==> src/rtl/caldc_pkg.sv <==
// Shared types, command codes and calendar helper functions for the
// calendar date counter. No dependencies.
`default_nettype none

package caldc_pkg;

	localparam int unsigned YEAR_W  = 14;
	localparam int unsigned MONTH_W = 4;
	localparam int unsigned DAY_W   = 5;
	localparam int unsigned CENT_W  = 7;   // century part of the year, 0 to 99
	localparam int unsigned YOFS_W  = 7;   // year within the century, 0 to 99

	typedef enum logic [1:0] {
		CMD_LOAD  = 2'd0,
		CMD_FWD   = 2'd1,
		CMD_BACK  = 2'd2,
		CMD_QUERY = 2'd3
	} command_t;

	typedef struct packed {
		command_t             command;
		logic [YEAR_W-1:0]    load_year;
		logic [MONTH_W-1:0]   load_month;
		logic [DAY_W-1:0]     load_day;
	} cmd_word_t;

	typedef struct packed {
		logic [YEAR_W-1:0]    year;
		logic [MONTH_W-1:0]   month;
		logic [DAY_W-1:0]     day_of_month;
		logic [2:0]           weekday;
		logic                 leap_flag;
		logic                 load_error;
	} res_word_t;

	// The year is held split as century and year within the century.
	typedef struct packed {
		logic [CENT_W-1:0]    cent;
		logic [YOFS_W-1:0]    yofs;
		logic [MONTH_W-1:0]   month;
		logic [DAY_W-1:0]     day;
	} date_t;

	// Gregorian leap rule on the split year.
	function automatic logic is_leap(input logic [CENT_W:0] cent, input logic [YOFS_W-1:0] yofs);
		logic r;
		if (yofs == '0) begin
			r = (cent[1:0] == 2'd0);
		end else begin
			r = (yofs[1:0] == 2'd0);
		end
		return r;
	endfunction

	// Month length; zero for a month code that names no month.
	function automatic logic [DAY_W-1:0] last_day(input logic [MONTH_W-1:0] m, input logic leap);
		logic [DAY_W-1:0] r;
		case (m)
			4'd2: r = leap ? 5'd29 : 5'd28;
			4'd4, 4'd6, 4'd9, 4'd11: r = 5'd30;
			4'd1, 4'd3, 4'd5, 4'd7, 4'd8, 4'd10, 4'd12: r = 5'd31;
			default: r = 5'd0;
		endcase
		return r;
	endfunction

	// Month term of Zeller's congruence, floor(13 * (mm + 1) / 5), where
	// January and February count as months 13 and 14 of the year before.
	function automatic logic [5:0] zeller_month(input logic [MONTH_W-1:0] m);
		logic [5:0] r;
		case (m)
			4'd1:  r = 6'd36;
			4'd2:  r = 6'd39;
			4'd3:  r = 6'd10;
			4'd4:  r = 6'd13;
			4'd5:  r = 6'd15;
			4'd6:  r = 6'd18;
			4'd7:  r = 6'd20;
			4'd8:  r = 6'd23;
			4'd9:  r = 6'd26;
			4'd10: r = 6'd28;
			4'd11: r = 6'd31;
			4'd12: r = 6'd33;
			default: r = 6'd0;
		endcase
		return r;
	endfunction

	// Remainder by 7 of a 10-bit value: since 8 is 1 modulo 7, the octal
	// digits are folded together until a single correction remains.
	function automatic logic [2:0] mod7(input logic [9:0] s);
		logic [7:0] a;
		logic [4:0] b;
		logic [3:0] c;
		a = 8'(s[9:3]) + 8'(s[2:0]);
		b = 5'(a[7:3]) + 5'(a[2:0]);
		c = 4'(b[4:3]) + 4'(b[2:0]);
		return (c >= 4'd7) ? 3'(c - 4'd7) : c[2:0];
	endfunction

endpackage

`default_nettype wire

==> src/rtl/calendar_date_counter_core.sv <==
// Gregorian calendar date counter with a Zeller weekday; uses caldc_pkg.
// A command word passes through stage 1, the stage 2 date state and the
// output register before its result word shows on res_valid.
// Throughput: one word per cycle while res_stall is low; the date state feeds
// back through update logic; the weekday is worked out one stage after it.
// Reset: the date returns to 0001/01/01 and the pipeline empties.
`default_nettype none

module calendar_date_counter_core (
	input  wire                   clk,
	input  wire                   arst_n,
	input  wire                   cmd_valid,
	output logic                  cmd_stall,
	input  caldc_pkg::cmd_word_t  cmd_word,
	output logic                  res_valid,
	input  wire                   res_stall,
	output caldc_pkg::res_word_t  res_word
);
	import caldc_pkg::*;

	// Stage 1 holds the accepted command word with the load year already
	// split into century and year within the century. The split divides by
	// 100 through a multiply by 5243 / 2^19, exact for every 14-bit year.
	logic                  valid_s1;
	command_t              cmd_s1;
	logic [7:0]            lcent_s1;
	logic [YOFS_W-1:0]     lyofs_s1;
	logic [MONTH_W-1:0]    lmonth_s1;
	logic [DAY_W-1:0]      lday_s1;

	// Stage 2 is the date state itself plus the load error of the word
	// that last updated it. The state always equals the date of that word.
	logic                  valid_s2;
	logic                  err_s2;
	date_t                 date_q;

	// The output register.
	logic                  valid_out_q;
	res_word_t             res_q;

	logic                  adv_out;
	logic                  adv_s2;
	logic                  take_s1;

	logic [26:0]           in_prod;
	logic [7:0]            in_cent;
	logic [YOFS_W-1:0]     in_yofs;

	date_t                 date_d;
	logic                  err_d;
	logic                  cur_leap;
	logic [DAY_W-1:0]      cur_last;
	logic                  load_leap;
	logic [DAY_W-1:0]      load_last;
	logic                  load_ok;
	logic [MONTH_W-1:0]    prev_month;

	logic [CENT_W-1:0]     z_cent;
	logic [YOFS_W-1:0]     z_yofs;
	logic [9:0]            z_sum;
	res_word_t             res_d;

	// A stage moves forward when the stage after it is empty or moving too,
	// so a finished result can wait while new words keep flowing in.
	assign adv_out   = valid_s2 && (!valid_out_q || !res_stall);
	assign adv_s2    = valid_s1 && (!valid_s2 || adv_out);
	assign cmd_stall = valid_s1 && !adv_s2;
	assign take_s1   = cmd_valid && !cmd_stall;

	assign in_prod = 27'(cmd_word.load_year) * 27'd5243;
	assign in_cent = in_prod[26:19];
	assign in_yofs = 7'(cmd_word.load_year - 14'(in_cent) * 14'd100);

	always_ff @(posedge clk or negedge arst_n) begin
		if (!arst_n) begin
			valid_s1 <= 1'b0;
		end else if (take_s1 || adv_s2) begin
			valid_s1 <= take_s1;
		end
	end

	always_ff @(posedge clk) begin
		if (take_s1) begin
			cmd_s1    <= cmd_word.command;
			lcent_s1  <= in_cent;
			lyofs_s1  <= in_yofs;
			lmonth_s1 <= cmd_word.load_month;
			lday_s1   <= cmd_word.load_day;
		end
	end

	// Date update. The state is always a legal date, so the end of a month
	// is reached exactly when the day equals the month length. Stepping back
	// only lands in February without a change of year, so the current leap
	// flag gives the length of the month that is entered.
	always_comb begin
		cur_leap   = is_leap({1'b0, date_q.cent}, date_q.yofs);
		cur_last   = last_day(date_q.month, cur_leap);
		load_leap  = is_leap(lcent_s1, lyofs_s1);
		load_last  = last_day(lmonth_s1, load_leap);
		load_ok    = (lcent_s1 <= 8'd99) && !(lcent_s1 == 8'd0 && lyofs_s1 == 7'd0) &&
			(lmonth_s1 inside {[4'd1:4'd12]}) && (lday_s1 != 5'd0) && (lday_s1 <= load_last);
		prev_month = (date_q.month <= 4'd1) ? 4'd12 : 4'(date_q.month - 4'd1);
		date_d     = date_q;
		err_d      = 1'b0;
		case (cmd_s1)
			CMD_LOAD: begin
				if (load_ok) begin
					date_d.cent  = lcent_s1[CENT_W-1:0];
					date_d.yofs  = lyofs_s1;
					date_d.month = lmonth_s1;
					date_d.day   = lday_s1;
				end else begin
					err_d = 1'b1;
				end
			end
			CMD_FWD: begin
				if (date_q.day >= cur_last) begin
					date_d.day = 5'd1;
					if (date_q.month >= 4'd12) begin
						date_d.month = 4'd1;
						if (date_q.yofs == 7'd99) begin
							if (date_q.cent == 7'd99) begin
								// Forward past the last day wraps to year 1.
								date_d.cent = 7'd0;
								date_d.yofs = 7'd1;
							end else begin
								date_d.cent = 7'(date_q.cent + 7'd1);
								date_d.yofs = 7'd0;
							end
						end else begin
							date_d.yofs = 7'(date_q.yofs + 7'd1);
						end
					end else begin
						date_d.month = 4'(date_q.month + 4'd1);
					end
				end else begin
					date_d.day = 5'(date_q.day + 5'd1);
				end
			end
			CMD_BACK: begin
				if (date_q.day <= 5'd1) begin
					date_d.month = prev_month;
					date_d.day   = last_day(prev_month, cur_leap);
					if (date_q.month <= 4'd1) begin
						if (date_q.cent == 7'd0 && date_q.yofs == 7'd1) begin
							// Back past the first day wraps to year 9999.
							date_d.cent = 7'd99;
							date_d.yofs = 7'd99;
						end else if (date_q.yofs == 7'd0) begin
							date_d.cent = 7'(date_q.cent - 7'd1);
							date_d.yofs = 7'd99;
						end else begin
							date_d.yofs = 7'(date_q.yofs - 7'd1);
						end
					end
				end else begin
					date_d.day = 5'(date_q.day - 5'd1);
				end
			end
			default: begin
			end
		endcase
	end

	always_ff @(posedge clk or negedge arst_n) begin
		if (!arst_n) begin
			valid_s2 <= 1'b0;
			err_s2   <= 1'b0;
			date_q   <= '{cent: 7'd0, yofs: 7'd1, month: 4'd1, day: 5'd1};
		end else begin
			if (adv_s2 || adv_out) begin
				valid_s2 <= adv_s2;
			end
			if (adv_s2) begin
				err_s2 <= err_d;
				date_q <= date_d;
			end
		end
	end

	// Weekday by Zeller's congruence, shifted so that 0 is Monday. January
	// and February belong to the year before; a year within the century of
	// zero in those months borrows from the century, which is then at least 1.
	always_comb begin
		if (date_q.month <= 4'd2) begin
			if (date_q.yofs == 7'd0) begin
				z_cent = 7'(date_q.cent - 7'd1);
				z_yofs = 7'd99;
			end else begin
				z_cent = date_q.cent;
				z_yofs = 7'(date_q.yofs - 7'd1);
			end
		end else begin
			z_cent = date_q.cent;
			z_yofs = date_q.yofs;
		end
		z_sum = 10'(date_q.day) + 10'(zeller_month(date_q.month)) + 10'(z_yofs) +
			10'(z_yofs >> 2) + 10'(z_cent >> 2) + 10'(z_cent) * 10'd5 + 10'd5;

		res_d.year         = 14'(date_q.cent) * 14'd100 + 14'(date_q.yofs);
		res_d.month        = date_q.month;
		res_d.day_of_month = date_q.day;
		res_d.weekday      = mod7(z_sum);
		res_d.leap_flag    = is_leap({1'b0, date_q.cent}, date_q.yofs);
		res_d.load_error   = err_s2;
	end

	always_ff @(posedge clk or negedge arst_n) begin
		if (!arst_n) begin
			valid_out_q <= 1'b0;
		end else if (adv_out || (valid_out_q && !res_stall)) begin
			valid_out_q <= adv_out;
		end
	end

	always_ff @(posedge clk) begin
		if (adv_out) begin
			res_q <= res_d;
		end
	end

	assign res_valid = valid_out_q;
	assign res_word  = res_q;

	// A full pipeline behind a stalled result must push back on the input.
	a_full_stalls: assert property (@(posedge clk) disable iff (!arst_n)
		(valid_s1 && valid_s2 && valid_out_q && res_stall) |-> cmd_stall)
		else $error("full pipeline did not stall the command side");

	// A query leaves the date as it was.
	a_query_keeps: assert property (@(posedge clk) disable iff (!arst_n)
		(adv_s2 && cmd_s1 == CMD_QUERY) |=> (date_q == $past(date_q)))
		else $error("query changed the date");

	// Only a load can raise the load error.
	a_err_only_load: assert property (@(posedge clk) disable iff (!arst_n)
		(adv_s2 && cmd_s1 != CMD_LOAD) |=> !err_s2)
		else $error("load error raised by a non-load command");

	// A forward step inside a month only advances the day.
	a_fwd_inside: assert property (@(posedge clk) disable iff (!arst_n)
		(adv_s2 && cmd_s1 == CMD_FWD && date_q.day < cur_last) |=>
		(date_q.day == 5'($past(date_q.day) + 5'd1)) && (date_q.month == $past(date_q.month)))
		else $error("forward step inside a month went wrong");

	// A result word is built only from a stage that held a word.
	a_out_from_s2: assert property (@(posedge clk) disable iff (!arst_n)
		$rose(valid_out_q) |-> $past(valid_s2))
		else $error("result word appeared without a source");

endmodule

`default_nettype wire

==> config.mk <==
export PLATFORM = sky130hd
export DESIGN_NAME = calendar_date_counter_core
export DESIGN_NICKNAME = d
export VERILOG_FILES = /design/src/rtl/caldc_pkg.sv /design/src/rtl/calendar_date_counter_core.sv
export SDC_FILE = /design/constraint.sdc
export NUM_CORES = 1
export LEC_CHECK = 0
export ABC_AREA = 1
export BUFFER_PORTS_ARGS = -buffer_cell sky130_fd_sc_hd__buf_2
export CAP_MARGIN = 10
export CORE_MARGIN = 2
export CORE_UTILIZATION = 68
export CTS_CLUSTER_DIAMETER = 100
export DETAILED_ROUTE_END_ITERATION = 8
export GPL_ROUTABILITY_DRIVEN = 0
export GPL_TIMING_DRIVEN = 0
export PLACE_DENSITY = 0.87
export REMOVE_ABC_BUFFERS = 1
export SKIP_LAST_GASP = 1
export SYNTH_ARGS = -nofsm -noshare
export SYNTH_HDL_FRONTEND = slang
export SYNTH_SLANG_ARGS = --single-unit
==> constraint.sdc <==
create_clock -name clk -period 12.7 [get_ports clk]
set_input_delay 1.905 -clock clk [delete_from_list [all_inputs] [get_ports clk]]
set_output_delay 1.905 -clock clk [all_outputs]
set_load 0.005 [all_outputs]
==> flow_summary.ini, run 1 <==
[timing]
fin_skew_ps = 7.68
worst_slew_pin_slew_ps = 1010
fin_crit_ps = 8600
finalHoldViolations = 0
rsz0062_at_grt = no
slew_violations = 0
fmax_mhz = 116
finalCritPeriodShare_pct = 67.7
max_slew_margin_pct = 32.7
setup_viol = 0
tns_ps = 0

[route]
drtPass1Iterations = 8
via_per_inst = 5.62
wl_per_cell_um = 15.0
wl_met3_mm = 1.14
drtIter0Drc = 696
vias = 9272
wirelength_met1_mm = 9.84
route.met2.wl_mm = 12.9
ant_nets = 0
drc = 0
drt_wl_total_mm = 24.8
dr.max_layer_used = met4

[clocking]
postCtsSetupBuffers = 0
clockBufferDepth = 2
cts_sinks = 81
numCtsBuffers = 9
cts-root-buf = clkbuf_16
path_clk_slew_ps = 60
cts_tree = yes
h-tree-depth = 3
ctsHoldBuffers = 0
post_cts_resized = 0
insertion_delay_ps = 340

[yosys]
synth.avg_cell_area_um2 = 8.37
yosys_register_bits = 81
synth_area_um2 = 11500
ys.warnings.count = 0
synth_edf_count = 54
synth_top_area_cell = ha_1
synth_cell_types = 53
synth_area_leaders = ha_1, fa_1, edfxtp_1
synth_top_area_share_pct = 21.5
ys_seq_area_share_pct = 20.1
ys_async_sr_fraction_pct = 33.3
synthFlopType = edfxtp_1
netlist_instances = 1370

[place]
io_buffers = 58
hpwlAfterDp_mm = 20.6

[run]
max_cap_viol_count = 0

[floorplanning]
die-area_um2 = 17900
coreArea_um2 = 16500
die_w_um = 134
rows = 47
num_io_pins = 59
die_y_um = 134
initial_core_util_pct = 69.4

[global_routing]
grt_max_degree = 35
grt_pass1_wl_mm = 42.0
overflow = 0
track_usage_pct = 28.8
antenna_found_initial = 0
grt_pass1_vias = 9457

[layout]
diodes = 0
area_delta_synth_final_pct = 7.16
drive_gt1_share_pct = 9.23
layout.nets = 1748

[worst_setup_path]
cpPeakStageDelay_ps = 650
cp.arrival_ps = 8690
cp_max_fo = 16
end_kind = register
crit_path_start_kind = register
cp.required_ps = 12790
crit_slowest_cell = dfstp_2
path_class = register to register

[hold_path]
holdCritPathClass = register to register

[outcome]
status = finished, final reports clean
==> critical path: cells and delay by family, from the launching register on <==
family                     cells  cell delay, ps
adders and majority gates     10            3970
and+or+nand+nor               11            1270
AOI/OAI and AO/OA              4            1040
xor gates and xnor gates       4             710
buffers and inverters          8             690
DFF                            1             650
==> layout make-up <==
type | instances | area [µm²]
tap | 220 | 275
clock inverter | 7 | 93.8
fill | 1208 | 4240
clock buffer | 9 | 225
inverter | 304 | 1140
timing repair buffer | 59 | 305
sequential | 81 | 2300
multi-input combinational | 970 | 7940
==> sequential cells by signal (all words and copies together), names as in the netlist <==
name       count
cmd_s1         2
date_q        23
err_s2         1
lcent_s1       8
lday_s1        5
lmonth_s1      4
lyofs_s1       7
res_valid      1
res_word      28
valid_s1       1
valid_s2       1
==> synth_stat cells, types with 3 or more instances <==
cell type and instances:
fa_1 97, ha_1 197, inv_1 298, o21ai_1 14, nand3b_1 5, nand2_2 8, nor2_1 80, inv_2 6
xnor2_1 16, edfxtp_1 54, o21a_1 3, buf_6 4, nand4_1 15, nor2_2 4, dfrtp_1 24, a21o_1 3
a21oi_1 59, o21ai_2 15, dfstp_2 3, nor3_1 10, o21ai_0 56, nand3_1 54, xor2_1 44, o211ai_1 4
o22ai_1 7, a31oi_1 4, o31ai_1 5, nand2_1 238, clkbuf_1 7, nor3_2 3, nand3_2 5
==> metal layers <==
metal	vias up	global-route usage (%)
li1	4502	-
met3	82	2.91
met1	4364	34.5
met2	324	52.5
met5	-	0
met4	0	12.9
==> cells by family after synthesis <==
logic type,after synthesis,synth area share (%)
xor gates and xnor gates,61,4.73
DFF,81,20.1
adders and majority gates,294,38.4
AOI/OAI and AO/OA,180,9.12
and+or+nand+nor,435,16.9
buffers and inverters,319,10.8
==> path summary, 6_finish.rpt <==
| path | to | depth (start not counted) | slack [ps] | from |
|---|---|---|---|---|
| max | res_word[2] | 37 | 4100 | date_q[5] |
| min | res_word[0] | 0 | 470 | err_s2 |
| max reg2reg | res_word[2] | 37 | 4100 | date_q[5] |
| min reg2reg | res_word[0] | 0 | 470 | err_s2 |
| max in group asynchronous | date_q[19] | 1 | 10680 | arst_n |
| min in group asynchronous | date_q[3] | 1 | 1580 | arst_n |
==> cells in the final DEF, fill, tap and decap left out, types with 3 or more instances in the layout <==
cell type	n
nand4_1	15
o21ai_2	15
nor3_2	3
clkbuf_16	9
nor2_1	79
dfrtp_1	24
dfstp_2	3
nand3_2	5
o21ai_0	56
o21a_1	3
nand3b_1	5
a21o_1	3
nor3_1	10
edfxtp_1	54
ha_1	197
xnor2_1	16
nor2_2	5
a21oi_1	58
nand2_2	8
o22ai_1	7
inv_2	6
o21ai_1	14
a31oi_1	4
o31ai_1	5
inv_1	298
buf_2	58
xor2_1	44
nand2_1	238
fa_1	97
nand3_1	54
o211ai_1	4
==> stage by stage <==
step	utilization (%)	cell area [µm²]	std cells	hold WS, ps	worst slack (ps)
2_1_floorplan	-	11400	1355	426	5070
3_3_place_gp	72.2	11900	1633	437	4480
3_5_place_dp	72.4	12000	1634	456	4200
4_1_cts	74.3	12300	1650	467	4160
5_1_grt	74.3	12300	1650	470	3550
6_report	74.3	12300	1650	469	4100
Power of run 1 is left out: the tool's default activity adds up to more than one toggle a clock period on the data nets, which glitch-free logic cannot reach.
==> run 2: changes to the inputs <==
- CORE_UTILIZATION: 68 -> 64
- PLACE_DENSITY: 0.87 -> 0.83
- clock period: 12.7 -> 8 ns (I/O delays scaled with it)
==> run 2 against run 1 <==
- utilization is 0.41 points lower
- largest cell class unchanged
- register-to-register slack got worse by 4000 ps
- critical endpoint unchanged
- highest routed layer unchanged
- sequential share of layout area decreased by 0.73 points
- sequential cell count stayed put
- maximum frequency up 8.8%
- global-route usage up 0.19 points
- clock skew increased by 6.9 ps
- final cell count is 2.6% higher
==> flow_summary.ini, run 2 (synthesis gave the netlist of run 1 again) <==
[layout]
fill_cells = 1208
layout_commonest_cell = inv_1
area_delta_synth_final_pct = 12.3
drive_gt1_share_pct = 16.6
layout.nets = 1786
mostFrequentLayoutCells = inv_1, nand2_1, ha_1
instances_no_fill = 1693
largest_reg_flops = 28
diodes = 0

[floorplanning]
initial_core_util_pct = 65.8
coreArea_um2 = 17400
num_io_pins = 59
die_y_um = 138
rows = 48
die-area_um2 = 19000
die_w_um = 138

[timing]
fin_crit_ps = 7900
worst_slew_pin_slew_ps = 993
finalHoldViolations = 0
fmax_mhz = 127
slew_violations = 0
fin_skew_ps = 14.6
setup_viol = 0
max_slew_margin_pct = 33.8
finalCritPeriodShare_pct = 98.8

[clocking]
cts_tree = yes
cts_sinks = 81
cts-root-buf = clkbuf_16
numCtsBuffers = 9
insertion_delay_ps = 360
h-tree-depth = 3
path_clk_slew_ps = 70
clockBufferDepth = 2

[worst_setup_path]
cp_max_fo = 4
crit_slowest_cell = fa_1
end_kind = register
cpMostUsedCell = inv_2
crit_path_start_kind = register
cp.arrival_ps = 8010
cp.required_ps = 8110
path_class = register to register
cpPeakStageDelay_ps = 570

[place]
hpwlAfterDp_mm = 21.3
placedCellCount = 1639
io_buffers = 58

[route]
drtIter0Drc = 812
drtPass1Iterations = 6
ant_nets = 0
drc = 0
via_per_inst = 5.74
vias = 9724
wl_per_cell_um = 16.4
drt_wl_total_mm = 27.8

[run]
max_cap_viol_count = 0

[global_routing]
track_usage_pct = 29.0
antenna_found_initial = 0
grt_pass1_vias = 9364
grt_pass1_wl_mm = 43.0
overflow = 0
grt_max_degree = 35

[hold_path]
holdCritPathClass = register to register

[outcome]
status = finished, final reports clean
## run 2: changes by cell type in the layout (fill, tap and decap cells not counted), sizes merged
cell / previous run / this run
clkinv: 2 / 3
clkinvlp: 2 / 1
buf: 59 / 97
## run 2: path summary, 6_finish.rpt
kind | start | endpoint | slack, ps | cells after the start
worst min-delay path | err_s2 | res_word[0] | 460 | 0
worst max register to register | date_q[15] | res_word[2] | 100 | 41
max in group asynchronous | arst_n | date_q[19] | 6700 | 1
worst max-delay path | date_q[15] | res_word[2] | 100 | 41
worst min register to register | err_s2 | res_word[0] | 460 | 0
min in group asynchronous | arst_n | date_q[4] | 840 | 1
## run 2: per-layer routing
layer	track usage [%]	share of wire, %	up-vias
met2	52.6	51	431
met5	0	0	-
met1	34.1	38	4598
met4	12.5	5.0	0
li1	-	-	4567
met3	4.19	5.9	128
## run 2: final cells by class
class	count	area (µm²)	share of cell area, %
flip-flops and latches	81	2320	18.0
well taps	225	282	2.19
clock buffers	9	225	1.75
clock inverters	7	111	0.865
inverters	304	1150	8.93
multi-input cells	970	8210	63.7
repair buffers	97	587	4.56
## run 2: timing repair
action	in CTS	in global routing
hold buffers	0	0
gates resized for setup	17	75
hold endpoints to repair	0	0
setup buffers	4	34
setup endpoints to repair	3	3
pin swaps	3	38
## run 2: critical path: cells and delay by family, from the launching register on
kind	cells	cell delay, ps
adders and majority gates	11	4110
and+or+nand+nor	13	1360
buffers and inverters	12	900
xor gates and xnor gates	4	630
DFF	1	460
AOI/OAI and AO/OA	1	190
## run 2: per-stage QoR
stage | setup TNS (ps) | util [%] | instance area [µm²] | hold WS [ps] | setup WS, ps
CTS | 0 | 71.1 | 12400 | 454 | 44.0
global placement | -565 | 68.6 | 11900 | 440 | -244
finish | 0 | 73.9 | 12900 | 455 | 96.7
detailed placement | -981 | 68.7 | 12000 | 437 | -385
global route | -400 | 73.9 | 12900 | 474 | -174
floorplan | 0 | - | 11400 | 426 | 368
Power of run 2 is left out for the same reason.
